<file path="src/mcore_pkg.sv">
// mcore_pkg: shared types, opcodes and helpers of the integer-subset core.
// Used by mcore_div, mcore_ctrl, mcore_dp and mips32_subset_core_top.
package mcore_pkg;

  localparam int MEM_WORDS = 4096;
  localparam int MEM_AW    = $clog2(MEM_WORDS);
  localparam int DIV_STEPS = 32;
  localparam int DIV_CW    = $clog2(DIV_STEPS);

  // item modes
  localparam logic [1:0] MODE_WRITE = 2'd0;
  localparam logic [1:0] MODE_READ  = 2'd1;
  localparam logic [1:0] MODE_EXEC  = 2'd2;

  // primary opcodes
  localparam logic [5:0] OP_SPECIAL = 6'h00;
  localparam logic [5:0] OP_J       = 6'h02;
  localparam logic [5:0] OP_JAL     = 6'h03;
  localparam logic [5:0] OP_BEQ     = 6'h04;
  localparam logic [5:0] OP_BNE     = 6'h05;
  localparam logic [5:0] OP_BLEZ    = 6'h06;
  localparam logic [5:0] OP_BGTZ    = 6'h07;
  localparam logic [5:0] OP_ADDI    = 6'h08;
  localparam logic [5:0] OP_SLTI    = 6'h0a;
  localparam logic [5:0] OP_SLTIU   = 6'h0b;
  localparam logic [5:0] OP_ANDI    = 6'h0c;
  localparam logic [5:0] OP_ORI     = 6'h0d;
  localparam logic [5:0] OP_XORI    = 6'h0e;
  localparam logic [5:0] OP_LUI     = 6'h0f;
  localparam logic [5:0] OP_LB      = 6'h20;
  localparam logic [5:0] OP_LH      = 6'h21;
  localparam logic [5:0] OP_LW      = 6'h23;
  localparam logic [5:0] OP_LBU     = 6'h24;
  localparam logic [5:0] OP_LHU     = 6'h25;
  localparam logic [5:0] OP_SB      = 6'h28;
  localparam logic [5:0] OP_SH      = 6'h29;
  localparam logic [5:0] OP_SW      = 6'h2b;

  // SPECIAL function codes
  localparam logic [5:0] FN_SLL     = 6'h00;
  localparam logic [5:0] FN_SRL     = 6'h02;
  localparam logic [5:0] FN_SRA     = 6'h03;
  localparam logic [5:0] FN_JR      = 6'h08;
  localparam logic [5:0] FN_SYSCALL = 6'h0c;
  localparam logic [5:0] FN_MFHI    = 6'h10;
  localparam logic [5:0] FN_MFLO    = 6'h12;
  localparam logic [5:0] FN_MULT    = 6'h18;
  localparam logic [5:0] FN_DIV     = 6'h1a;
  localparam logic [5:0] FN_ADD     = 6'h20;
  localparam logic [5:0] FN_SUB     = 6'h22;
  localparam logic [5:0] FN_AND     = 6'h24;
  localparam logic [5:0] FN_OR      = 6'h25;
  localparam logic [5:0] FN_XOR     = 6'h26;
  localparam logic [5:0] FN_NOR     = 6'h27;
  localparam logic [5:0] FN_SLT     = 6'h2a;

  // syscall service numbers in R2
  localparam logic [31:0] SYS_PRINT_INT = 32'd1;
  localparam logic [31:0] SYS_EXIT      = 32'd10;

  localparam logic [4:0] REG_V0 = 5'd2;
  localparam logic [4:0] REG_A0 = 5'd4;
  localparam logic [4:0] REG_RA = 5'd31;

  typedef enum logic [3:0] {
    S_IDLE, S_DISP, S_MWR, S_MRD, S_FETCH, S_DECODE, S_EXEC,
    S_MEMR, S_MEMW, S_DIVW, S_DONE
  } state_t;

  typedef struct packed {
    logic load_in;
    logic mem_wr_in;
    logic mem_rd_in;
    logic fetch;
    logic decode;
    logic exec;
    logic mem_rd_addr;
    logic mem_fin;
    logic out_load;
  } cmd_t;

  typedef struct packed {
    logic [1:0] mode;
    logic       stopped;
    logic       is_load;
    logic       is_store;
    logic       is_div;
    logic       div_done;
    logic       out_busy;
  } status_t;

  // word index of the item, wrapped to the memory depth
  function automatic logic [MEM_AW-1:0] word_idx(input logic [11:0] w);
    logic [31:0] t;
    t = {20'b0, w};
    return t[MEM_AW-1:0];
  endfunction

  // word index of a byte address, wrapped to the memory depth
  function automatic logic [MEM_AW-1:0] byte_idx(input logic [31:0] a);
    logic [31:0] t;
    t = {2'b00, a[31:2]};
    return t[MEM_AW-1:0];
  endfunction

endpackage

</file>
<file path="src/mcore_ctrl.sv">
// mcore_ctrl: sequencer of the core; steps each item through its states.
// Depends on mcore_pkg; drives the datapath by cmd_t, reads status_t.
module mcore_ctrl
  import mcore_pkg::*;
(
  input  logic    clk,
  input  logic    rst,
  input  logic    in_valid,
  output logic    in_stall,
  input  status_t st,
  output cmd_t    cmd
);

  state_t state;
  state_t state_next;

  always_ff @(posedge clk) begin
    if (rst) state <= S_IDLE;
    else     state <= state_next;
  end

  always_comb begin
    state_next = state;
    case (state)
      S_IDLE:   if (in_valid) state_next = S_DISP;
      S_DISP: begin
        case (st.mode)
          MODE_WRITE: state_next = S_MWR;
          MODE_READ:  state_next = S_MRD;
          MODE_EXEC:  state_next = st.stopped ? S_DONE : S_FETCH;
          default:    state_next = S_DONE;
        endcase
      end
      S_MWR:    state_next = S_DONE;
      S_MRD:    state_next = S_DONE;
      S_FETCH:  state_next = S_DECODE;
      S_DECODE: state_next = S_EXEC;
      S_EXEC: begin
        if (st.is_div)                     state_next = S_DIVW;
        else if (st.is_load || st.is_store) state_next = S_MEMR;
        else                               state_next = S_DONE;
      end
      S_MEMR:   state_next = S_MEMW;
      S_MEMW:   state_next = S_DONE;
      S_DIVW:   if (st.div_done) state_next = S_DONE;
      S_DONE:   if (!st.out_busy) state_next = S_IDLE;
      default:  state_next = S_IDLE;
    endcase
  end

  always_comb begin
    cmd             = '0;
    in_stall        = (state != S_IDLE);
    cmd.load_in     = (state == S_IDLE) && in_valid;
    cmd.mem_wr_in   = (state == S_MWR);
    cmd.mem_rd_in   = (state == S_MRD);
    cmd.fetch       = (state == S_FETCH);
    cmd.decode      = (state == S_DECODE);
    cmd.exec        = (state == S_EXEC);
    cmd.mem_rd_addr = (state == S_MEMR);
    cmd.mem_fin     = (state == S_MEMW);
    cmd.out_load    = (state == S_DONE) && !st.out_busy;
  end

  a_done_idle: assert property (@(posedge clk) disable iff (rst)
    cmd.out_load |=> state == S_IDLE) else $error("no return to idle after result");
  a_div_hold: assert property (@(posedge clk) disable iff (rst)
    (state == S_DIVW && !st.div_done) |=> state == S_DIVW) else $error("left divide wait early");
  a_one_cmd: assert property (@(posedge clk) disable iff (rst)
    $onehot0({cmd.fetch, cmd.decode, cmd.exec, cmd.mem_fin, cmd.out_load}))
    else $error("overlapping commands");
  a_exec_order: assert property (@(posedge clk) disable iff (rst)
    state == S_DECODE |=> state == S_EXEC) else $error("decode not followed by execute");

endmodule

</file>
<file path="config.mk">
export PLATFORM = sky130hd
export DESIGN_NAME = mcore_ctrl
export DESIGN_NICKNAME = d
export VERILOG_FILES = /design/src/mcore_pkg.sv /design/src/mcore_ctrl.sv
export SDC_FILE = /design/constraint.sdc
export NUM_CORES = 1
export LEC_CHECK = 0
export ABC_AREA = 1
export ABC_CLOCK_PERIOD_IN_PS = 1400
export BUFFER_PORTS_ARGS = -buffer_cell sky130_fd_sc_hd__buf_2
export CAP_MARGIN = 20
export CORE_AREA = 2 2 39 41
export DETAILED_ROUTE_END_ITERATION = 8
export DIE_AREA = 0 0 41 43
export PLACE_DENSITY = 0.67
export RECOVER_POWER = 25
export SYNTH_ARGS = -nofsm -noshare
export SYNTH_HDL_FRONTEND = slang
export SYNTH_SLANG_ARGS = --single-unit
</file>
<file path="constraint.sdc">
create_clock -name clk -period 1.4 [get_ports clk]
set_input_delay 0.14 -clock clk [delete_from_list [all_inputs] [get_ports clk]]
set_output_delay 0.14 -clock clk [all_outputs]
set_load 0.02 [all_outputs]
</file>
==> results_tabular.tex, run 1 <==
\begin{tabular}{lr}
\hline
Metric & Value \\
\hline
\multicolumn{2}{l}{\textbf{Status}} \\
Run status & finished, final reports clean \\
\multicolumn{2}{l}{\textbf{Power and ir drop}} \\
Net load switching power & approximately 0.00055 W \\
Clock group share of total power & between 10\% and 20\% \\
Sequential fraction of design power & 21.3\% \\
Max IR drop VDD & 483.3 uV \\
PwrDens & 1891 nW/um\^{}2 \\
Switching power share of the total & between 50 and 60\% \\
Part of the power in combinational logic & 64.5\% \\
Internal cell power & roughly 0.0005 W \\
Leak & 0.3176 nW \\
\multicolumn{2}{l}{\textbf{STA}} \\
Max transition margin & a little over four fifths \\
Crit path time final & roughly 1.3 ns \\
Total count of max-transition violations in the final report & 0 \\
Max Clock Skew & between 0.003 and 0.004 ns \\
Hold WS & 0.09461 ns \\
Highest attainable clock frequency & roughly 0.76 GHz \\
Setup-violating endpoint count in the final report & 0 \\
Transition time at the pin with the least slew margin & roughly 0.24 ns \\
Accumulated negative setup slack & 0 ns \\
Final hold violations & 0 \\
Period Utilization, post-route & a little over nine tenths \\
\multicolumn{2}{l}{\textbf{Worst setup path}} \\
Arrival time worst endpoint & roughly 1.2 ns \\
Critical R2R Launch & state[0] \\
CP Capture Point & cmd[3] \\
End of the worst register-to-register path & state[3] \\
FF-to-FF path depth & 8 \\
Type of destination of the critical path & output pin \\
CP startpoint & state[2] \\
Worst-path maximum fanout & 5 \\
Kind of start point of the critical path & flip-flop \\
Worst path required time & between 1 and 1.5 ns \\
Slowest cell on the critical path & sky130\_fd\_sc\_hd\_\_dfxtp\_1 \\
Biggest cell delay along the critical path & between 0.4 and 0.5 ns \\
Internal reg-to-reg setup slack & 0.20 ns \\
Cells along the critical path & nand2\_2 -> nor2\_4 -> buf\_2 \\
Critical Setup Path Class & reg -> out \\
\multicolumn{2}{l}{\textbf{Floorplanning}} \\
Count of boundary I/O pins & 21 \\
Die Outline Area & 1763 um\^{}2 \\
Floorplan row count & 14 \\
Starting density of the core & between 20 and 30\% \\
Core ar. & roughly 1400 um\^{}2 \\
Vertical die dimension & between 40 and 50 um \\
Die Wd & just over 40 um \\
\multicolumn{2}{l}{\textbf{Detailed routing}} \\
Vias per cell & roughly 4.4 \\
Routed length per instance & around 8.5 um \\
Routed via count & between 400 and 500 \\
Detailed Routing Iterations Pass 1 & 2 \\
Remaining antenna violation count & 0 \\
Remaining design rule violation count & 0 \\
Sum of routed wire length over all layers & about 970 um \\
Iter 0 DRT Violations & 2 \\
\multicolumn{2}{l}{\textbf{Place}} \\
Sum of net half-perimeters after detailed placement & between 800 and 900 um \\
Post-Place Cells & between 100 and 150 \\
RD Place Congestion & 0.7708 \\
Count of input and output buffers & 20 \\
\multicolumn{2}{l}{\textbf{Global route}} \\
Wire length of the first global-routing pass & between 1500 and 2000 um \\
Number of global-route vias before repair & roughly 450 \\
Total global routing overflow & 0 \\
Largest net degree at the start of global routing & 8 \\
Global routing usage summed across all routing layers & between 10\% and 20\% \\
Initial antenna violation count & 0 \\
\multicolumn{2}{l}{\textbf{Synth}} \\
Cell with the most instances after synthesis & sky130\_fd\_sc\_hd\_\_nor2\_1 \\
Mean post-synth cell area & between 5 and 6 um\^{}2 \\
Post-synth EDFFs & 0 \\
Share of flip-flops with an asynchronous set or reset after synthesis & 0\% \\
Most instantiated flip-flop cell in the synthesis netlist & sky130\_fd\_sc\_hd\_\_dfxtp\_1 \\
Share of the synthesized area in the top cell type & roughly 20\% \\
Synth unique cells & 14 \\
Flip-flop and latch count after synthesis & 4 \\
Most area-hungry cell type in the Yosys netlist & sky130\_fd\_sc\_hd\_\_dfxtp\_1 \\
Synthesized Nets & 85 \\
Portion of the post-synthesis area used by sequential elements & between 20\% and 30\% \\
Top cells by instance count after synthesis & 18 x sky130\_fd\_sc\_hd\_\_nor2\_1, 16 x sky130\_fd\_sc\_hd\_\_nand2\_1, 11 x sky130\_fd\_sc\_hd\_\_inv\_1 \\
Main area contributors after synthesis & sky130\_fd\_sc\_hd\_\_dfxtp\_1 20\%, sky130\_fd\_sc\_hd\_\_nor2\_1 17\%, sky130\_fd\_sc\_hd\_\_nand2\_1 15\% \\
Cell area after technology mapping & approximately 390 um\^{}2 \\
Gate count after technology mapping & 74 \\
Yosys warnings & 0 \\
\multicolumn{2}{l}{\textbf{Clocking}} \\
Number of levels the H-tree was split into & 1 \\
Clock-pin slew on the worst setup and hold paths & roughly 0.04 ns \\
Total clock buffers created by CTS & 3 \\
Maximum buffer depth of the clock tree & 2 \\
Count of buffers added by post-CTS timing repair for setup & 0 \\
Clk sinks & 4 \\
Source-to-sink clock delay at the later pin of the worst-skew pair & 0.24 ns \\
Clock tree from TritonCTS & built \\
Root Buffer & sky130\_fd\_sc\_hd\_\_clkbuf\_4 \\
\multicolumn{2}{l}{\textbf{Min path}} \\
Depth of the worst hold-timing path & 2 \\
Worst hold path startpoint & rst \\
Worst hold path class & in -> reg \\
\multicolumn{2}{l}{\textbf{Cells and area}} \\
Multi-input logic area & $\sim$270 um\^{}2 \\
Number of flip-flops under the largest register name & 4 \\
Layout fillers & 150 \\
Register with the most flip-flops & state \\
FF+latch area & between 80 and 90 um\^{}2 \\
Final nets & 110 \\
ANT cells & 0 \\
Largest registers & state (4) \\
Share of post-route cells with drive strength above 1 & a little under two fifths \\
Synthesis-to-finish area growth & 39.05\% \\
Finished Layout Cells & between 100 and 150 \\
\multicolumn{2}{l}{\textbf{Run}} \\
Max-cap viol count & 0 \\
\hline
\end{tabular}
worst max-delay path, delay by kind of cell (launching register included):
kind,cells,cell delay (ns)
DFF,1,0.43
buffers and inverters,1,0.18
and+or+nand+nor,2,0.31
timing repair:
action / CTS / global route
resized for setup: 1 / 4
endpoints found under the setup margin: 1 / 3
hold buffers: 0 / 0
worst min-delay path by stage:
stage               slack, ns        to
finish                   0.09  state[1]
global route             0.10  state[1]
CTS                       0.1  state[1]
detailed placement       0.35  state[1]
global placement         0.35  state[0]
floorplan                0.21  state[0]
power by group through the flow:
stage	clock network, W	logic (W)	registers (W)
4_1_cts	0.000151	0.000666	0.000212
3_5_place_dp	0	0.000662	0.000213
6_report	0.000147	0.000668	0.000221
2_1_floorplan	0	0.000501	0.000201
5_1_grt	0.000151	0.000758	0.000227
3_3_place_gp	0	0.000657	0.000210
area by class of cell:
cell class | count | area share (%)
Multi-Input combinational cell | 56 | 49.09
Timing Repair Buffer | 20 | 18.72
Sequential cell | 4 | 14.84
Inverter | 14 | 9.589
Clock buffer | 3 | 4.110
Tap cell | 16 | 3.653
through the flow:
stage	power [W]	setup slack [ns]	cell area, um^2	util, %
after floorplan	0.0007019	0.1541	394.1	-
after global placement	0.0008677	0.2171	514.2	37.16
after detailed placement	0.0008754	0.2254	514.2	37.16
after CTS	0.001029	0.05217	539.3	38.97
after global routing	0.001136	-0.01072	548.0	39.60
final	0.001036	0.08665	548.0	39.60
layout by cell type, fill, tap and decap left out:
cell                       instances
sky130_fd_sc_hd__dfxtp_1           3
sky130_fd_sc_hd__buf_4             1
sky130_fd_sc_hd__nand2_2           4
sky130_fd_sc_hd__inv_1            11
sky130_fd_sc_hd__nor3_1            2
sky130_fd_sc_hd__dfxtp_2           1
sky130_fd_sc_hd__o21bai_1          1
sky130_fd_sc_hd__buf_2            19
sky130_fd_sc_hd__nand4_1           1
sky130_fd_sc_hd__nor2_1           16
sky130_fd_sc_hd__clkbuf_4          3
sky130_fd_sc_hd__nand3_1           5
sky130_fd_sc_hd__inv_2             3
sky130_fd_sc_hd__nor2_4            3
sky130_fd_sc_hd__nand2_1          17
sky130_fd_sc_hd__a21oi_1           3
sky130_fd_sc_hd__o21ai_0           2
sky130_fd_sc_hd__nor2_2            2
per-layer routing:
layer	wire length [um]	global-route usage (%)	share of wire (%)	vias up
li1	-	-	-	271
met1	378	15.21	39	210
met2	519	21.25	54	12
met3	49	3.141	5.1	2
met4	19	10.00	2.0	0
met5	0	0	0	-
cells by family (layout without fill, tap and decap cells):
| family | Yosys count | count (layout) | share of synthesized area [%] |
|---|---|---|---|
| AO/OA/AOI/OAI | 6 | 6 | 8.254 |
| AND/OR/NAND/NOR | 50 | 50 | 58.10 |
| buffers and inverters | 14 | 37 | 13.33 |
| flip-flops | 4 | 4 | 20.32 |
No activity file was read; power rests on OpenSTA's default activity.
==> run 2, diff against run 1 <==
Settings changed: ABC_CLOCK_PERIOD_IN_PS 1400 to 1500, CTS_BUF_LIST from default to sky130_fd_sc_hd__clkbuf_8.
Clock period 1.4 ns to 1.5 ns, I/O delays scaled along.
==> run 2 against run 1 <==
Worst hold slack better by 0.050 ns. Largest power group unchanged. First-iteration DRC count grew to 8.0 times the previous value. Flip-flop and latch count stayed put. Via count is 5.7% higher. Clock power is 51% higher. Clock skew is 0.0018 ns lower. Utilization is 0.27 points higher.
==> results_tabular.tex, run 2 (same netlist as run 1, synthesis figures left out) <==
\begin{tabular}{lr}
\hline
Metric & Value \\
\hline
\multicolumn{2}{l}{\textbf{STA}} \\
Setup-violating endpoint count in the final report & 0 (unchanged) \\
Max Clock Skew & 0.001522 ns (was 0.003288 ns) \\
Highest attainable clock frequency & 0.7433 GHz \\
Max transition margin & 84.03\% (was 83.76\%) \\
Transition time at the pin with the least slew margin & 0.2370 ns (was 0.2410 ns) \\
Final hold violations & 0 (unchanged) \\
Hold WS & 0.1442 ns (was 0.09461 ns) \\
Accumulated negative setup slack & 0 ns (unchanged) \\
Setup repair after global routing missed its margin & false \\
Total count of max-transition violations in the final report & 0 (unchanged) \\
Period Utilization, post-route & 89.69\% \\
Crit path time final & 1.345 ns \\
\multicolumn{2}{l}{\textbf{Cells and area}} \\
Share of the core filled with cells & 39.87\% (was 39.60\%) \\
Final nets & 110 (unchanged) \\
ANT cells & 0 (unchanged) \\
FF+latch area & 80.08 um\^{}2 (was 81.33 um\^{}2) \\
Multi-input logic area & 259.0 um\^{}2 (was 269.0 um\^{}2) \\
Largest registers & state (4) (unchanged) \\
Share of post-route cells with drive strength above 1 & 32.99\% (was 37.11\%) \\
Commonest non-fill, non-tap cells in the layout & 19 x sky130\_fd\_sc\_hd\_\_buf\_2, 18 x sky130\_fd\_sc\_hd\_\_nand2\_1, 17 x sky130\_fd\_sc\_hd\_\_nor2\_1 (was 19 x sky130\_fd\_sc\_hd\_\_buf\_2, 17 x sky130\_fd\_sc\_hd\_\_nand2\_1, 16 x sky130\_fd\_sc\_hd\_\_nor2\_1) \\
Layout fillers & 160 (was 150) \\
Most frequent standard cell in the layout excluding fill and tap cells & sky130\_fd\_sc\_hd\_\_buf\_2 (unchanged) \\
Number of flip-flops under the largest register name & 4 (unchanged) \\
Cell area after layout & 551.8 um\^{}2 (was 548.0 um\^{}2) \\
Register with the most flip-flops & state (unchanged) \\
Synthesis-to-finish area growth & 40.00\% (was 39.05\%) \\
\multicolumn{2}{l}{\textbf{Global route}} \\
Total global routing overflow & 0 (unchanged) \\
Number of global-route vias before repair & 467 (was 445) \\
Met3 Resource Use GR & 1.571\% (was 3.141\%) \\
Global Route met2 Usage & 22.81\% (was 21.25\%) \\
Largest net degree at the start of global routing & 8 (unchanged) \\
Global routing usage summed across all routing layers & 13.98\% (was 13.68\%) \\
Initial antenna violation count & 0 (unchanged) \\
Global routing usage on met1 & 15.21\% (unchanged) \\
Busiest layer in global routing & met2 (unchanged) \\
Wire length of the first global-routing pass & 1683 um (was 1614 um) \\
\multicolumn{2}{l}{\textbf{Floorplanning}} \\
Vertical die dimension & 43 um (unchanged) \\
Count of boundary I/O pins & 21 (unchanged) \\
Die Outline Area & 1763 um\^{}2 (unchanged) \\
Die Wd & 41 um (unchanged) \\
Floorplan row count & 14 (unchanged) \\
Core ar. & 1384 um\^{}2 (unchanged) \\
Starting density of the core & 28.48\% (unchanged) \\
\multicolumn{2}{l}{\textbf{Clocking}} \\
Maximum buffer depth of the clock tree & 2 (unchanged) \\
Source-to-sink clock delay at the later pin of the worst-skew pair & 0.22 ns (was 0.24 ns) \\
Clk sinks & 4 (unchanged) \\
Root Buffer & sky130\_fd\_sc\_hd\_\_clkbuf\_8 (was sky130\_fd\_sc\_hd\_\_clkbuf\_4) \\
Clock-pin slew on the worst setup and hold paths & 0.03 ns (was 0.04 ns) \\
Number of levels the H-tree was split into & 1 (unchanged) \\
Total clock buffers created by CTS & 3 (unchanged) \\
Clock tree from TritonCTS & built (unchanged) \\
Count of buffers added by post-CTS timing repair for setup & 0 (unchanged) \\
\multicolumn{2}{l}{\textbf{Power and ir drop}} \\
Max IR drop VDD & 548.0 uV (was 483.3 uV) \\
Power Total & 0.001042 W (was 0.001036 W) \\
Leak & 0.3192 nW (was 0.3176 nW) \\
PwrDens & 1889 nW/um\^{}2 (was 1891 nW/um\^{}2) \\
\multicolumn{2}{l}{\textbf{Worst setup path}} \\
End of the worst register-to-register path & state[3] (unchanged) \\
Kind of start point of the critical path & flip-flop (unchanged) \\
Type of destination of the critical path & output pin (unchanged) \\
Internal reg-to-reg setup slack & 0.26 ns (was 0.20 ns) \\
Arrival time worst endpoint & 1.20 ns (was 1.17 ns) \\
Worst path required time & 1.35 ns (was 1.26 ns) \\
Critical Setup Path Class & reg -> out (unchanged) \\
Critical R2R Launch & state[0] (unchanged) \\
Worst-path maximum fanout & 7 (was 5) \\
FF-to-FF path depth & 8 (unchanged) \\
\multicolumn{2}{l}{\textbf{Min path}} \\
Hold Path End & state[1] (unchanged) \\
Depth of the worst hold-timing path & 2 (unchanged) \\
Worst hold path class & in -> reg (unchanged) \\
Worst hold path startpoint & rst (unchanged) \\
\multicolumn{2}{l}{\textbf{Detailed routing}} \\
Remaining design rule violation count & 0 (unchanged) \\
Iter 0 DRT Violations & 16 (was 2) \\
Remaining antenna violation count & 0 (unchanged) \\
Detailed Routing Iterations Pass 1 & 6 (was 2) \\
Routed length per instance & 9.451 um (was 8.540 um) \\
Routed via count & 523 (was 495) \\
Sum of routed wire length over all layers & 1068 um (was 965 um) \\
Vias per cell & 4.628 (was 4.381) \\
\multicolumn{2}{l}{\textbf{Place}} \\
Count of input and output buffers & 20 (unchanged) \\
RD Place Congestion & 0.7708 (unchanged) \\
Instance area after placement & 514.2 um\^{}2 (unchanged) \\
Sum of net half-perimeters after detailed placement & 841.6 um (was 839 um) \\
\multicolumn{2}{l}{\textbf{Run}} \\
Max-cap viol count & 0 (unchanged) \\
\multicolumn{2}{l}{\textbf{Status}} \\
Run status & finished, final reports clean (unchanged) \\
\hline
\end{tabular}
==> run 2: worst max-delay path by stage <==
stage               startpoint  endpoint  cells past startpoint
global route          state[1]    cmd[0]                      3
CTS                   state[3]    cmd[0]                      5
floorplan             state[3]    cmd[0]                      4
detailed placement    state[3]  state[3]                      7
global placement      state[3]  state[1]                      7
finish                state[1]    cmd[0]                      3
==> run 2: critical path, stage by stage (launching register included) <==
cell	delay, ns
sky130_fd_sc_hd__dfxtp_1	0.42
sky130_fd_sc_hd__nand2_1	0.18
sky130_fd_sc_hd__nor3_1	0.19
sky130_fd_sc_hd__buf_2	0.18
==> run 2: cell type report <==
class / instances / share of cell area (%)
Tap cell: 16 / 3.628
Inverter: 14 / 9.524
Clock buffer: 3 / 7.483
Multi-Input combinational cell: 56 / 46.94
Timing Repair Buffer: 20 / 17.91
Sequential cell: 4 / 14.51
==> run 2: metal layers <==
| metal | up-vias | share of wire, % |
|---|---|---|
| li1 | 273 | - |
| met1 | 217 | 38 |
| met2 | 29 | 51 |
| met3 | 4 | 7.4 |
| met4 | 0 | 3.2 |
| met5 | - | 0 |
==> run 2: stage by stage <==
stage	cells	setup WS, ns
CTS	113	0.1126
global route	113	0.03294
detailed placement	110	0.3255
floorplan	74	0.2441
global placement	110	0.3172
finish	113	0.1547
==> run 2: repair_timing <==
item	4_1_cts	5_1_grt
setup endpoints to repair	0	1
hold buffers	0	0
gates resized for setup	0	1
==> run 2: report_power, final <==
group / leakage [nW] / internal (W) / total [W] / switching, W
Clock: 0.0216 / 0.000171 / 0.000222 / 0.0000516
Combinational: 0.265 / 0.000206 / 0.000624 / 0.000418
Sequential: 0.0327 / 0.000145 / 0.000196 / 0.0000509
==> run 3, diff against run 2 <==
Settings changed: PLACE_DENSITY 0.67 to default, REMOVE_ABC_BUFFERS from default to 1.
==> run 3 against run 2 <==
Sequential share of layout area is 0.098 points lower. Maximum frequency is 0.28% lower. Via count down 2.1%. Utilization rose by 0.27 points. Final cell count stayed put. Routed wire length is 7.7% lower. Largest power group unchanged.
==> results_tabular.tex, run 3 (same netlist as run 1, synthesis figures left out) <==
\begin{tabular}{lr}
\hline
Metric & Value \\
\hline
\multicolumn{2}{l}{\textbf{Status}} \\
Run status & finished, final reports clean (unchanged) \\
\multicolumn{2}{l}{\textbf{STA}} \\
Total count of max-transition violations in the final report & 0 (unchanged) \\
Transition time at the pin with the least slew margin & 0.2462 ns (was 0.2370 ns) \\
Period Utilization, post-route & 89.94\% (was 89.69\%) \\
Crit path time final & 1.349 ns (was 1.345 ns) \\
Final hold violations & 0 (unchanged) \\
Setup-violating endpoint count in the final report & 0 (unchanged) \\
Max Clock Skew & 0.004578 ns (was 0.001522 ns) \\
Max transition margin & 83.56\% (was 84.03\%) \\
Highest attainable clock frequency & 0.7413 GHz (was 0.7433 GHz) \\
Setup repair after global routing missed its margin & false (unchanged) \\
Accumulated negative setup slack & 0 ns (unchanged) \\
\multicolumn{2}{l}{\textbf{Cells and area}} \\
Share of post-route cells with drive strength above 1 & 34.02\% (was 32.99\%) \\
Largest registers & state (4) (unchanged) \\
Share of the core filled with cells & 40.14\% (was 39.87\%) \\
Synthesis-to-finish area growth & 40.95\% (was 40.00\%) \\
Commonest non-fill, non-tap cells in the layout & 20 x sky130\_fd\_sc\_hd\_\_buf\_2, 17 x sky130\_fd\_sc\_hd\_\_nand2\_1, 17 x sky130\_fd\_sc\_hd\_\_nor2\_1 (was 19 x sky130\_fd\_sc\_hd\_\_buf\_2, 18 x sky130\_fd\_sc\_hd\_\_nand2\_1, 17 x sky130\_fd\_sc\_hd\_\_nor2\_1) \\
Register with the most flip-flops & state (unchanged) \\
Layout fillers & 155 (was 160) \\
ANT cells & 0 (unchanged) \\
Finished Layout Cells & 113 (unchanged) \\
Number of flip-flops under the largest register name & 4 (unchanged) \\
Final nets & 110 (unchanged) \\
Most frequent standard cell in the layout excluding fill and tap cells & sky130\_fd\_sc\_hd\_\_buf\_2 (unchanged) \\
FF+latch area & 80.08 um\^{}2 (unchanged) \\
Multi-input logic area & 261.5 um\^{}2 (was 259.0 um\^{}2) \\
\multicolumn{2}{l}{\textbf{Min path}} \\
Depth of the worst hold-timing path & 2 (unchanged) \\
Worst hold path class & in -> reg (unchanged) \\
\multicolumn{2}{l}{\textbf{Power and ir drop}} \\
Max IR drop VDD & 648.8 uV (was 548.0 uV) \\
Clock group share of total power & 22.7\% (was 21.3\%) \\
Internal cell power & 0.0005239 W (was 0.0005216 W) \\
Sequential fraction of design power & 18.9\% (was 18.8\%) \\
Leak & 0.3230 nW (was 0.3192 nW) \\
Switching power share of the total & 49.57\% (was 49.96\%) \\
PwrDens & 1870 nW/um\^{}2 (was 1889 nW/um\^{}2) \\
Net load switching power & 0.0005149 W (was 0.0005208 W) \\
Part of the power in combinational logic & 58.4\% (was 59.9\%) \\
\multicolumn{2}{l}{\textbf{Worst setup path}} \\
FF-to-FF path depth & 7 (was 8) \\
Cells along the critical path & inv\_1 -> nor2\_2 -> inv\_1 -> nor3\_1 -> buf\_2 (was nand2\_1 -> nor3\_1 -> buf\_2) \\
Critical Setup Path Class & reg -> out (unchanged) \\
Biggest cell delay along the critical path & 0.37 ns (was 0.42 ns) \\
Worst-path maximum fanout & 3 (was 7) \\
Type of destination of the critical path & output pin (unchanged) \\
Kind of start point of the critical path & flip-flop (unchanged) \\
Slowest cell on the critical path & sky130\_fd\_sc\_hd\_\_dfxtp\_1 (unchanged) \\
Worst path most repeated cell & sky130\_fd\_sc\_hd\_\_inv\_1 \\
Worst path required time & 1.35 ns (about the same) \\
Arrival time worst endpoint & 1.20 ns (about the same) \\
\multicolumn{2}{l}{\textbf{Detailed routing}} \\
Iter 0 DRT Violations & 14 (was 16) \\
Sum of routed wire length over all layers & 986 um (was 1068 um) \\
Routed via count & 512 (was 523) \\
Vias per cell & 4.531 (was 4.628) \\
Detailed Routing Iterations Pass 1 & 4 (was 6) \\
Remaining antenna violation count & 0 (unchanged) \\
Routed length per instance & 8.726 um (was 9.451 um) \\
Remaining design rule violation count & 0 (unchanged) \\
\multicolumn{2}{l}{\textbf{Floorplanning}} \\
Count of boundary I/O pins & 21 (unchanged) \\
Vertical die dimension & 43 um (unchanged) \\
Starting density of the core & 28.48\% (unchanged) \\
Die Outline Area & 1763 um\^{}2 (unchanged) \\
Die Wd & 41 um (unchanged) \\
Core ar. & 1384 um\^{}2 (unchanged) \\
Floorplan row count & 14 (unchanged) \\
\multicolumn{2}{l}{\textbf{Clocking}} \\
Gates resized, CTS repair & 0 (unchanged) \\
Total clock buffers created by CTS & 3 (unchanged) \\
Clk sinks & 4 (unchanged) \\
Clock-pin slew on the worst setup and hold paths & 0.03 ns (about the same) \\
Count of buffers added by post-CTS timing repair for setup & 0 (unchanged) \\
Number of levels the H-tree was split into & 1 (unchanged) \\
Maximum buffer depth of the clock tree & 2 (unchanged) \\
Source-to-sink clock delay at the later pin of the worst-skew pair & 0.22 ns (about the same) \\
Root Buffer & sky130\_fd\_sc\_hd\_\_clkbuf\_8 (unchanged) \\
Clock tree from TritonCTS & built (unchanged) \\
Number of buffers inserted for hold repair after clock tree synthesis & 0 (unchanged) \\
\multicolumn{2}{l}{\textbf{Place}} \\
RD Place Congestion & 0.8025 (was 0.7708) \\
Post-Place Cells & 110 (unchanged) \\
Count of input and output buffers & 20 (unchanged) \\
Sum of net half-perimeters after detailed placement & 843 um (was 841.6 um) \\
\multicolumn{2}{l}{\textbf{Run}} \\
Max-cap viol count & 0 (unchanged) \\
\multicolumn{2}{l}{\textbf{Global route}} \\
Wire length of the first global-routing pass & 1504 um (was 1683 um) \\
Largest net degree at the start of global routing & 8 (unchanged) \\
Global routing usage summed across all routing layers & 12.75\% (was 13.98\%) \\
Number of global-route vias before repair & 393 (was 467) \\
Met3 Resource Use GR & 3.141\% (was 1.571\%) \\
Initial antenna violation count & 0 (unchanged) \\
Global routing usage on met1 & 15.76\% (was 15.21\%) \\
Total global routing overflow & 0 (unchanged) \\
Busiest layer in global routing & met2 (unchanged) \\
Global Route met2 Usage & 18.75\% (was 22.81\%) \\
\hline
\end{tabular}
==> run 3: changes by cell type in the layout (fill, tap and decap cells not counted) <==
cell	delta
sky130_fd_sc_hd__buf_2	+1
sky130_fd_sc_hd__clkbuf_1	-1
sky130_fd_sc_hd__inv_1	+1
sky130_fd_sc_hd__inv_2	-1
sky130_fd_sc_hd__nand2_1	-1
sky130_fd_sc_hd__nand2_2	+1
==> run 3: routing by layer <==
metal / vias to the layer above / wire length, um
li1: 272 / -
met1: 216 / 410
met2: 19 / 470
met3: 5 / 70
met4: 0 / 35
met5: - / 0
==> run 3: final cells by class <==
| class | count | share of cell area, % |
|---|---|---|
| sequential | 4 | 14.41 |
| clock buffer | 3 | 7.432 |
| inverter | 14 | 9.459 |
| multi-input combinational | 56 | 47.07 |
| tap | 16 | 3.604 |
| timing repair buffer | 20 | 18.02 |
==> run 3: metrics by stage <==
step | setup slack (ns) | power, W | instance area, um^2 | hold WS (ns)
after CTS | 0.09382 | 0.001052 | 555.5 | 0.1195
final | 0.1510 | 0.001039 | 555.5 | 0.1255
after global routing | 0.05180 | 0.001138 | 555.5 | 0.1332
after detailed placement | 0.3230 | 0.0008129 | 514.2 | 0.3542
after floorplan | 0.2441 | 0.0006551 | 394.1 | 0.2191
after global placement | 0.2844 | 0.0008147 | 514.2 | 0.3563
==> run 3: critical path, delay by kind of cell (launching register included) <==
| family | cells | cell delay, ns |
|---|---|---|
| AND/OR/NAND/NOR | 2 | 0.26 |
| buffers and inverters | 3 | 0.35 |
| flip-flops | 1 | 0.37 |
==> run 3: worst paths after layout <==
kind	startpoint	to	slack (ns)
max reg2reg	state[3]	state[2]	0.31
min reg2reg	state[2]	state[0]	0.66
max	state[3]	cmd[0]	0.15
min	rst	state[3]	0.13
==> run 3: power groups by stage <==
stage	combinational, W	sequential, W	clock [W]
floorplan	0.000467	0.000188	0
global placement	0.000616	0.000198	0
detailed placement	0.000615	0.000198	0
CTS	0.000616	0.000197	0.000240
global route	0.000689	0.000201	0.000248
finish	0.000607	0.000196	0.000236
